**src/rtl/gbi_pkg.sv**
```systemverilog
`timescale 1ns / 1ps
`default_nettype none

package gbi_pkg;

  localparam int COORD_W = 17;
  localparam int DEPTH_W = 16;
  localparam int FRAC_W = 16;
  localparam int WIDX_W = 6;
  localparam int DEF_GRID_ROWS = 64;
  localparam int DEF_GRID_COLS = 64;

  localparam logic [COORD_W-1:0] ONE_Q16 = COORD_W'(1) << FRAC_W;

  typedef logic [DEPTH_W-1:0] depth_t;
  typedef logic [COORD_W-1:0] coord_t;

  typedef enum logic {
    CMD_LOAD  = 1'b0,
    CMD_QUERY = 1'b1
  } cmd_t;

  typedef struct packed {
    logic en_row;
    logic en_prod;
    logic en_out;
  } blend_en_t;

endpackage

`default_nettype wire

```
**src/rtl/gbi_locate.sv**
```systemverilog
`timescale 1ns / 1ps
`default_nettype none

module gbi_locate #(
  parameter int SIZE = gbi_pkg::DEF_GRID_COLS
) (
  input  wire logic [gbi_pkg::COORD_W+$clog2(SIZE)-1:0] scaled,
  output logic      [$clog2(SIZE)-1:0]                  idx,
  output gbi_pkg::coord_t                               off
);

  localparam int IW = $clog2(SIZE);
  localparam int SW = gbi_pkg::COORD_W + IW;
  localparam logic [IW:0] LIMIT = (IW + 1)'(SIZE - 2);

  logic [IW:0] idx_raw;
  logic        clamped;

  assign idx_raw = scaled[SW-1:gbi_pkg::FRAC_W];
  assign clamped = idx_raw > LIMIT;

  // once the index is clamped the offset is exactly one
  assign idx = clamped ? IW'(SIZE - 2) : idx_raw[IW-1:0];
  assign off = clamped ? gbi_pkg::ONE_Q16 : {1'b0, scaled[gbi_pkg::FRAC_W-1:0]};

endmodule

`default_nettype wire

```
**config.mk**
```make
export PLATFORM = sky130hd
export DESIGN_NAME = gbi_locate
export DESIGN_NICKNAME = d
export VERILOG_FILES = /design/src/rtl/gbi_pkg.sv /design/src/rtl/gbi_locate.sv
export SDC_FILE = /design/constraint.sdc
export NUM_CORES = 1
export LEC_CHECK = 0
export ABC_CLOCK_PERIOD_IN_PS = 800
export BUFFER_PORTS_ARGS = -buffer_cell sky130_fd_sc_hd__buf_2
export CAP_MARGIN = 5
export CORE_AREA = 8 8 45 47
export DETAILED_ROUTE_END_ITERATION = 10
export DIE_AREA = 0 0 53 55
export GPL_ROUTABILITY_DRIVEN = 0
export PLACE_DENSITY = 0.72
export SYNTH_ARGS = -nofsm -noshare
export SYNTH_HDL_FRONTEND = slang
export SYNTH_SLANG_ARGS = --single-unit
```
**constraint.sdc**
```tcl
create_clock -name vclk -period 0.8
set_input_delay 0.08 -clock vclk [all_inputs]
set_output_delay 0.08 -clock vclk [all_outputs]
set_load 0.03 [all_outputs]
```
; ---- After elaboration in Yosys (flattened, before gate mapping)
; Index checks and enable logic that the tools add are counted.
[word_totals]
register_bits = 0
latchBits = 0
ram_bits = 0
rom_bits = 0
input_bits = 23
wordCells = 3
n_memories = 0
[op_classes]
addsub = 0
multipliers = 0
div = 0
n_lt_le_gt_ge = 1
n_eq_ne = 0
shift = 0
n_mux = 2
bitwise = 0
n_reduce_logical = 0
[ops]
columns = op, count
row1 = two-way mux 17 bit, 1
row2 = greater-than comparator 7 x 6 -> 1 bit (second input constant), 1
row3 = two-way mux 6 bit, 1

; ---- Longest topological paths before layout
; Gate-level depths: netlist of run 1.
[depth]
word_depth = 2
depth_mapped = 4

; ---- Worst setup path after synthesis of run 1
; OpenSTA, ideal clock, no wires.
[synth_path]
path_type = input to output
startpoint = in scaled[16] in the netlist's numbering
endpoint = out idx[0]
arrival_ns = 0.888
required_ns = 0.720
setup_slack_ns = -0.168
cell_stages = 3
path_buffers = 1
cell_sequence = and4_4 buf_6 a21oi_1
[synth_between]
elab_chain_len = 2
[synth_rtl]
columns = item, line
row1 = start: declaration, gbi_locate.sv:7  ; input wire logic [gbi_pkg::COORD_W+$clog2(SIZE)-1:0] scaled,
row2 = greater-than comparator 7 x 6 -> 1 bit, gbi_locate.sv:20  ; assign clamped = idx_raw > LIMIT;
row3 = two-way mux 6 bit (*), gbi_locate.sv:23  ; assign idx = clamped ? IW'(SIZE - 2) : idx_raw[IW-1:0];
row4 = end: declaration, gbi_locate.sv:8  ; output logic [$clog2(SIZE)-1:0] idx,
; Mark *: on every way between the ends. The rest lies on a longest branch, timed or not.

; ---- Worst setup path in the final report of run 1
[layout_path]
startpoint = in scaled[21] in the netlist's numbering
endpoint = out off[12]
[layout_between]
elab_chain_len = 2
[layout_rtl]
columns = item, line
row1 = greater-than comparator 7 x 6 -> 1 bit, gbi_locate.sv:20
row2 = two-way mux 17 bit, gbi_locate.sv:24  ; assign off = clamped ? gbi_pkg::ONE_Q16 : {1'b0, scaled[gbi_pkg::FRAC_W-1:0]};
row3 = end: declaration, gbi_locate.sv:9  ; output gbi_pkg::coord_t off
; Every way passes these cells.

==> results of run 1 <==
## metrics by stage
| stage | TNS [ns] | util | cells | hold slack [ns] |
|---|---|---|---|---|
| finish | -1.68 | 0.685 | 109 | 0.464 |
| global route | -2.11 | 0.685 | 109 | 0.475 |
| CTS | -1.69 | 0.675 | 109 | 0.463 |
| detailed placement | -4.25 | 0.474 | 106 | 0.512 |
| global placement | -3.94 | 0.474 | 106 | 0.509 |
| floorplan | -1.60 | - | 48 | 0.322 |
## cell type report
type | count | area, um^2 | share of cell area
multi-input combinational | 42 | 444 | 0.468
timing repair buffer | 51 | 484 | 0.511
tap | 16 | 20.0 | 0.0211
## power breakdown
group          internal (mW)  switching (mW)  total (mW)
Clock                      0               0           0
Sequential                 0               0           0
Combinational          0.268           0.307       0.575
## final timing paths
check	from	endpoint	slack, ns
min	scaled[17]	idx[1]	0.46
max	scaled[21]	off[12]	-0.12
## cells in the final DEF, fill, tap and decap left out
cell,count
sky130_fd_sc_hd__buf_6,23
sky130_fd_sc_hd__buf_2,22
sky130_fd_sc_hd__a21oi_4,17
sky130_fd_sc_hd__nand2b_1,16
sky130_fd_sc_hd__or2_2,5
sky130_fd_sc_hd__buf_12,4
sky130_fd_sc_hd__and2_4,1
sky130_fd_sc_hd__and4_4,1
sky130_fd_sc_hd__a21o_2,1
sky130_fd_sc_hd__or2b_1,1
sky130_fd_sc_hd__buf_16,1
sky130_fd_sc_hd__buf_4,1
## kinds of logic after synthesis
family,after synthesis,share of synthesized area
buffers and inverters,6,0.165
AND/OR/NAND/NOR,24,0.457
AO/OA/AOI/OAI,18,0.378
## worst min-delay path, cell delays in order
cell and delay [ns]:
sky130_fd_sc_hd__buf_6 0.07, sky130_fd_sc_hd__or2_2 0.09, sky130_fd_sc_hd__buf_4 0.15
## synth_stat cells
cell type / instances / share of area
sky130_fd_sc_hd__buf_4: 1 / 0.022
sky130_fd_sc_hd__a21oi_1: 7 / 0.10
sky130_fd_sc_hd__buf_6: 2 / 0.065
sky130_fd_sc_hd__a21oi_2: 10 / 0.25
sky130_fd_sc_hd__nand2b_1: 16 / 0.29
sky130_fd_sc_hd__and2_4: 1 / 0.025
sky130_fd_sc_hd__or2b_1: 1 / 0.022
sky130_fd_sc_hd__clkbuf_1: 2 / 0.022
sky130_fd_sc_hd__a21o_2: 1 / 0.025
sky130_fd_sc_hd__or2_2: 5 / 0.090
sky130_fd_sc_hd__and4_4: 1 / 0.032
sky130_fd_sc_hd__buf_12: 1 / 0.058
## metal layers
layer  vias up  routed length (um)
met5         -                   0
met4         0                   0
met3         0                 164
met2        26                 865
met1       231                 541
li1        249                   -
## timing repair
| action | in CTS | in global routing |
|---|---|---|
| cloned | 1 | 0 |
| gates resized for setup | 56 | 2 |
| buffers inserted | 2 | 0 |
| endpoints found under the setup margin | 23 | 18 |
| pin swaps | 8 | 0 |
==> impl.org, run 1 <==
** Power
- Power consumption :: 575 uW
- Dividing total power by cell area gives a power density of approximately 600 nW/um^2.
- Pleak :: approximately 0.4 nW
- IR analysis of the VDD net gives a maximum drop of about 350 uV.

** Worst setup path
- For the worst setup path, the data required time is ~0.72 ns.
- The critical path is of the in -> out type.
- The critical path crosses 5 cells after its start point.
- Slowest CP cell :: sky130_fd_sc_hd__and4_4
- Biggest fanout along the worst timing path :: 8
- In this design, the largest share of critical-path delay is due to buffers and inverters.
- Type of element capturing the critical path :: output port
- Stage delay of the slowest cell on the critical path :: around 0.22 ns
- Data on the critical path arrives at its endpoint at approximately 0.84 ns.
- STA classifies the critical path startpoint as a primary input.
- Combined buffer and inverter count along the critical path :: 3
- CP Cell Sequence :: buf_6 -> and4_4 -> buf_12 -> a21oi_4 -> buf_6
- The most numerous cell type found on the critical path is sky130_fd_sc_hd__buf_6.

** Timing
- Measured against its own limit, the worst slew margin works out to 0.901.
- The routed design could run at a clock period as short as just over 0.9 ns.
- Final max-slew violation count :: 0
- The number of endpoints with negative hold slack in the final report is 0.
- Post-route setup slack :: -0.120 ns
- Timing would allow up to roughly 1100 MHz.
- RSZ-0062 raised after global routing :: true
- For the pin with the worst max-slew slack, the measured transition is 0.149 ns.
- Final setup violation count :: 18
- Final critical-path share of the clock period :: 1.15

** Final layout
- Sequential cells :: 0
- Final design area excluding fillers :: between 900 and 1000 um^2
- Post-synthesis to final-layout area growth :: 173%
- Filler cell count in the final layout :: ~110
- Sequential standard cell area :: 0 um^2
- Antenna cells :: 0
- After layout, the clock buffer instance count stands at 0.
- Share of post-route cells with drive strength above 1 :: 0.817
- After the last flow step, the layout net total stands at between 100 and 150.

** Detailed routing
- Remaining DRCs :: 0
- Count of nets left with antenna violations after detail routing :: 0
- For this block, the via count after detailed routing is about 500.
- Wire length per cell :: between 10 and 15 um
- DR iter-0 viols :: 0
- For this run, the detailed router's first-pass iteration total came to 1.
- Drt via density :: 4.64
- Total Routed Length :: between 1500 and 2000 um

** Global route
- GR Util All Layers :: 0.103
- Wire length of the first global-routing pass :: between 2000 and 2500 um
- Met2 layer usage reported by global route :: 0.217
- Number of antenna violations at the first check in global routing :: 0
- Global routing finished with a remaining overflow of 0.
- The number of global-route vias before repair was between 500 and 600.
- For this run, global-route usage on met1 was measured as 0.106.
- For met3 alone, demand over resource in global routing was 0.0214.
- Largest net degree at the start of global routing :: 24
- The layer flagged by global routing as most heavily used is met2.

** Synthesis
- After technology mapping, the gate count stands at 48.
- The number of nets handed over by synthesis was 71.
- Syn. warnings :: 0
- The average instance in the mapped netlist occupies 7.25 um^2.
- Yosys mapped the design onto 12 distinct sky130hd cell types.
- Fraction of the yosys area taken by sequential cells :: 0
- Summing every instance area after synthesis gives 348 um^2.

** Die
- Total Die Area :: 2920 um^2
- From bottom edge to top edge, the die measures between 50 and 60 um.
- Starting density of the core :: 0.251
- between 40 and 50 I/O pins were placed.
- Chip Width :: 53 um
- Core ar. :: between 1000 and 1500 um^2
- # rows :: 14

** Hold path
- The path class of the tightest hold or removal check is in -> out.
- Cells on Worst Hold Path :: 3

** Run
- Max-cap violations in this run came to 0.

** Placement
- Number of buffers added on ports :: between 40 and 50
- Once placement finished, the instance area stood at 656 um^2.
- The wire-length estimate of the detail-placed layout is 1060 um.
- Post-place setup slack :: -0.307 ns

** Run status
- The flow ran to the end, but the final reports show violations.
- Failing checks :: negative setup slack

** Clock tree
- Number of buffers inserted by hold repair at cts :: 0
(Power assumes the default switching activity.)
==> run 2, diff against run 1 <==
- BUFFER_PORTS_ARGS: -buffer_cell sky130_fd_sc_hd__buf_2 -> unset
- DONT_BUFFER_PORTS: unset -> 1
- GPL_TIMING_DRIVEN: unset -> 0
- PLACE_DENSITY: 0.72 -> unset
==> run 2 against run 1 <==
Compared with the run above: the run still ends with negative setup slack left; die area stayed put; first-iteration DRC count is 2 higher; flip-flop and latch count stayed put; setup slack better by 0.039 ns; maximum frequency is 4.4% higher; wire length is 23% lower; critical path type unchanged; critical endpoint is now off[6].
==> impl.org, run 2 (synthesized netlist as in run 1, its figures left out) <==
** Worst setup path
- Stage delay of the slowest cell on the critical path :: 0.28 ns
- Type of element capturing the critical path :: output port
- CP Cell Sequence :: and4_4 -> bufbuf_16 -> a21oi_4
- Worst Path Required :: about 0.72 ns
- Slowest CP cell :: sky130_fd_sc_hd__bufbuf_16
- STA puts the critical path data arrival time at 0.80 ns.
- The worst setup path is of the in -> out kind.
- The worst setup path is launched from a primary input.
- Of all nets on the critical path, the largest fanout is 5.

** Timing
- Post-route setup slack :: -0.0812 ns
- Setup violations remaining at the end of the flow were counted as 16.
- For this run, the top clock speed supported by timing is roughly 1100 MHz.
- Final critical-path share of the clock period :: 1.10
- In this run the tightest slew margin relative to its limit is 0.735.
- Setup repair after global routing could not meet its margin everywhere.
- Hold violation total from the final report :: 0
- Slew at the pin closest to its max-slew limit :: a little under 0.4 ns
- Final worst path period need :: slightly below 0.9 ns
- The max-slew violation count was 0.

** Global route
- Summed over all layers, the global routing overflow is 0.
- The first global-routing pass estimated around 1800 um of wire.
- The initial antenna violation count came to 0.
- GR Util All Layers :: 0.0774
- The number of global-route vias before repair came to ~410.
- Entering global routing, the biggest net connects 11 pins.

** Detailed routing
- Remaining DRCs :: 0
- The first detailed-routing pass took 2 iterations.
- Wire length per cell :: 18.3 um
- After the first detailed-routing iteration, the DRC count stood at 2.
- Drt via density :: 5.23
- The final route contains about 350 vias.
- For this block, the routed nets add up to 1210 um of wire.
- In this run the remaining antenna-violating nets after routing total 0.

** Final layout
- Share of post-route cells with drive strength above 1 :: 0.620
- Final design area excluding fillers :: between 500 and 600 um^2
- In the final layout, flip-flops and latches occupy 0 um^2.
- Leaving out fill and tap cells, the most frequent cell in the layout is sky130_fd_sc_hd__nand2b_1.
- Sequential cells :: 0
- In the final design database the tool counted 75 nets.
- Antenna cells :: 0
- Post-synthesis to final-layout area growth :: 55.8%
- Most frequent cells in the layout :: sky130_fd_sc_hd__nand2b_1 (16), sky130_fd_sc_hd__a21oi_4 (11), sky130_fd_sc_hd__a21oi_2 (6)
- CLK BUF :: 0

** Run status
- Outcome :: finished with violations
- The final reports fail on negative setup slack.

** Clock tree
- Number of buffers inserted by hold repair at cts :: 0

** Die
- Starting density of the core :: 0.251
- Core ar. :: about 1400 um^2
- Row generation in the floorplan step produced 14 rows.
- Number of top-level pins :: between 40 and 50
- From bottom edge to top edge, the die measures around 55 um.
- Total Die Area :: 2920 um^2
- Chip Width :: about 53 um

** Power
- Pleak :: 0.173 nW
- In this run the power density over the cells is roughly 660 nW/um^2.
- Peak supply drop :: 276 uV

** Run
- Total of max-cap violations :: 0

** Placement
- Port buffering added 0 buffers.
- Estimated wirelength of the detail-placed design :: a little under 1000 um
- Instance area after placement :: approximately 450 um^2
- Post-place setup slack :: -0.235 ns

** Hold path
- The worst hold path belongs to the class in -> out.
## run 2: changes by cell type in the layout (fill, tap and decap cells not counted), moves of 2 or more
cell,delta
sky130_fd_sc_hd__a21oi_2,+6
sky130_fd_sc_hd__buf_6,-23
sky130_fd_sc_hd__clkbuf_1,+2
sky130_fd_sc_hd__buf_2,-22
sky130_fd_sc_hd__a21oi_4,-6
## run 2: worst max-delay path, delay by kind of cell
kind	cells	cell delay, ns
AND/OR/NAND/NOR	1	0.19
AO/OA/AOI/OAI	1	0.25
buffers and inverters	1	0.28
## run 2: where the power goes
part | leakage [nW] | switching, mW | internal, mW | total [mW]
Clock | 0 | 0 | 0 | 0
Combinational | 0.173 | 0.244 | 0.115 | 0.358
Sequential | 0 | 0 | 0 | 0
Total | 0.173 | 0.244 | 0.115 | 0.358
## run 2: final cells by class
cell class / instances / area, um^2
Multi-Input combinational cell: 42 / 399
Tap cell: 16 / 20.0
Buffer: 5 / 62.6
Fill cell: 142 / 842
Timing Repair Buffer: 3 / 60.1
## run 2: layer usage
| metal | vias to the layer above | global-route usage | routed length [um] |
|---|---|---|---|
| met4 | 0 | 0 | 0 |
| met2 | 35 | 0.139 | 524 |
| met5 | - | 0 | 0 |
| met1 | 147 | 0.0784 | 455 |
| met3 | 0 | 0.0508 | 231 |
| li1 | 163 | - | - |
## run 2: final timing paths
check                 cells past startpoint      to  slack (ns)       start
worst max-delay path                      3  off[6]       -0.08  scaled[16]
worst min-delay path                      2  off[4]        0.31   scaled[4]
## run 2: through the flow
step                hold slack [ns]  power [mW]  std cells   util  TNS [ns]
CTS                           0.310       0.352         65  0.374     -1.19
floorplan                     0.322       0.301         48      -     -1.60
global route                  0.326       0.380         66  0.392     -1.49
finish                        0.309       0.358         66  0.392    -0.972
global placement              0.324       0.322         64  0.325     -2.16
detailed placement            0.326       0.324         64  0.325     -2.25
## run 2: what timing repair did
item,in CTS,in global routing
buffers inserted,1,1
endpoints found under the setup margin,17,17
gates cloned,1,0
hold endpoints to repair,0,0
gates resized for setup,7,3
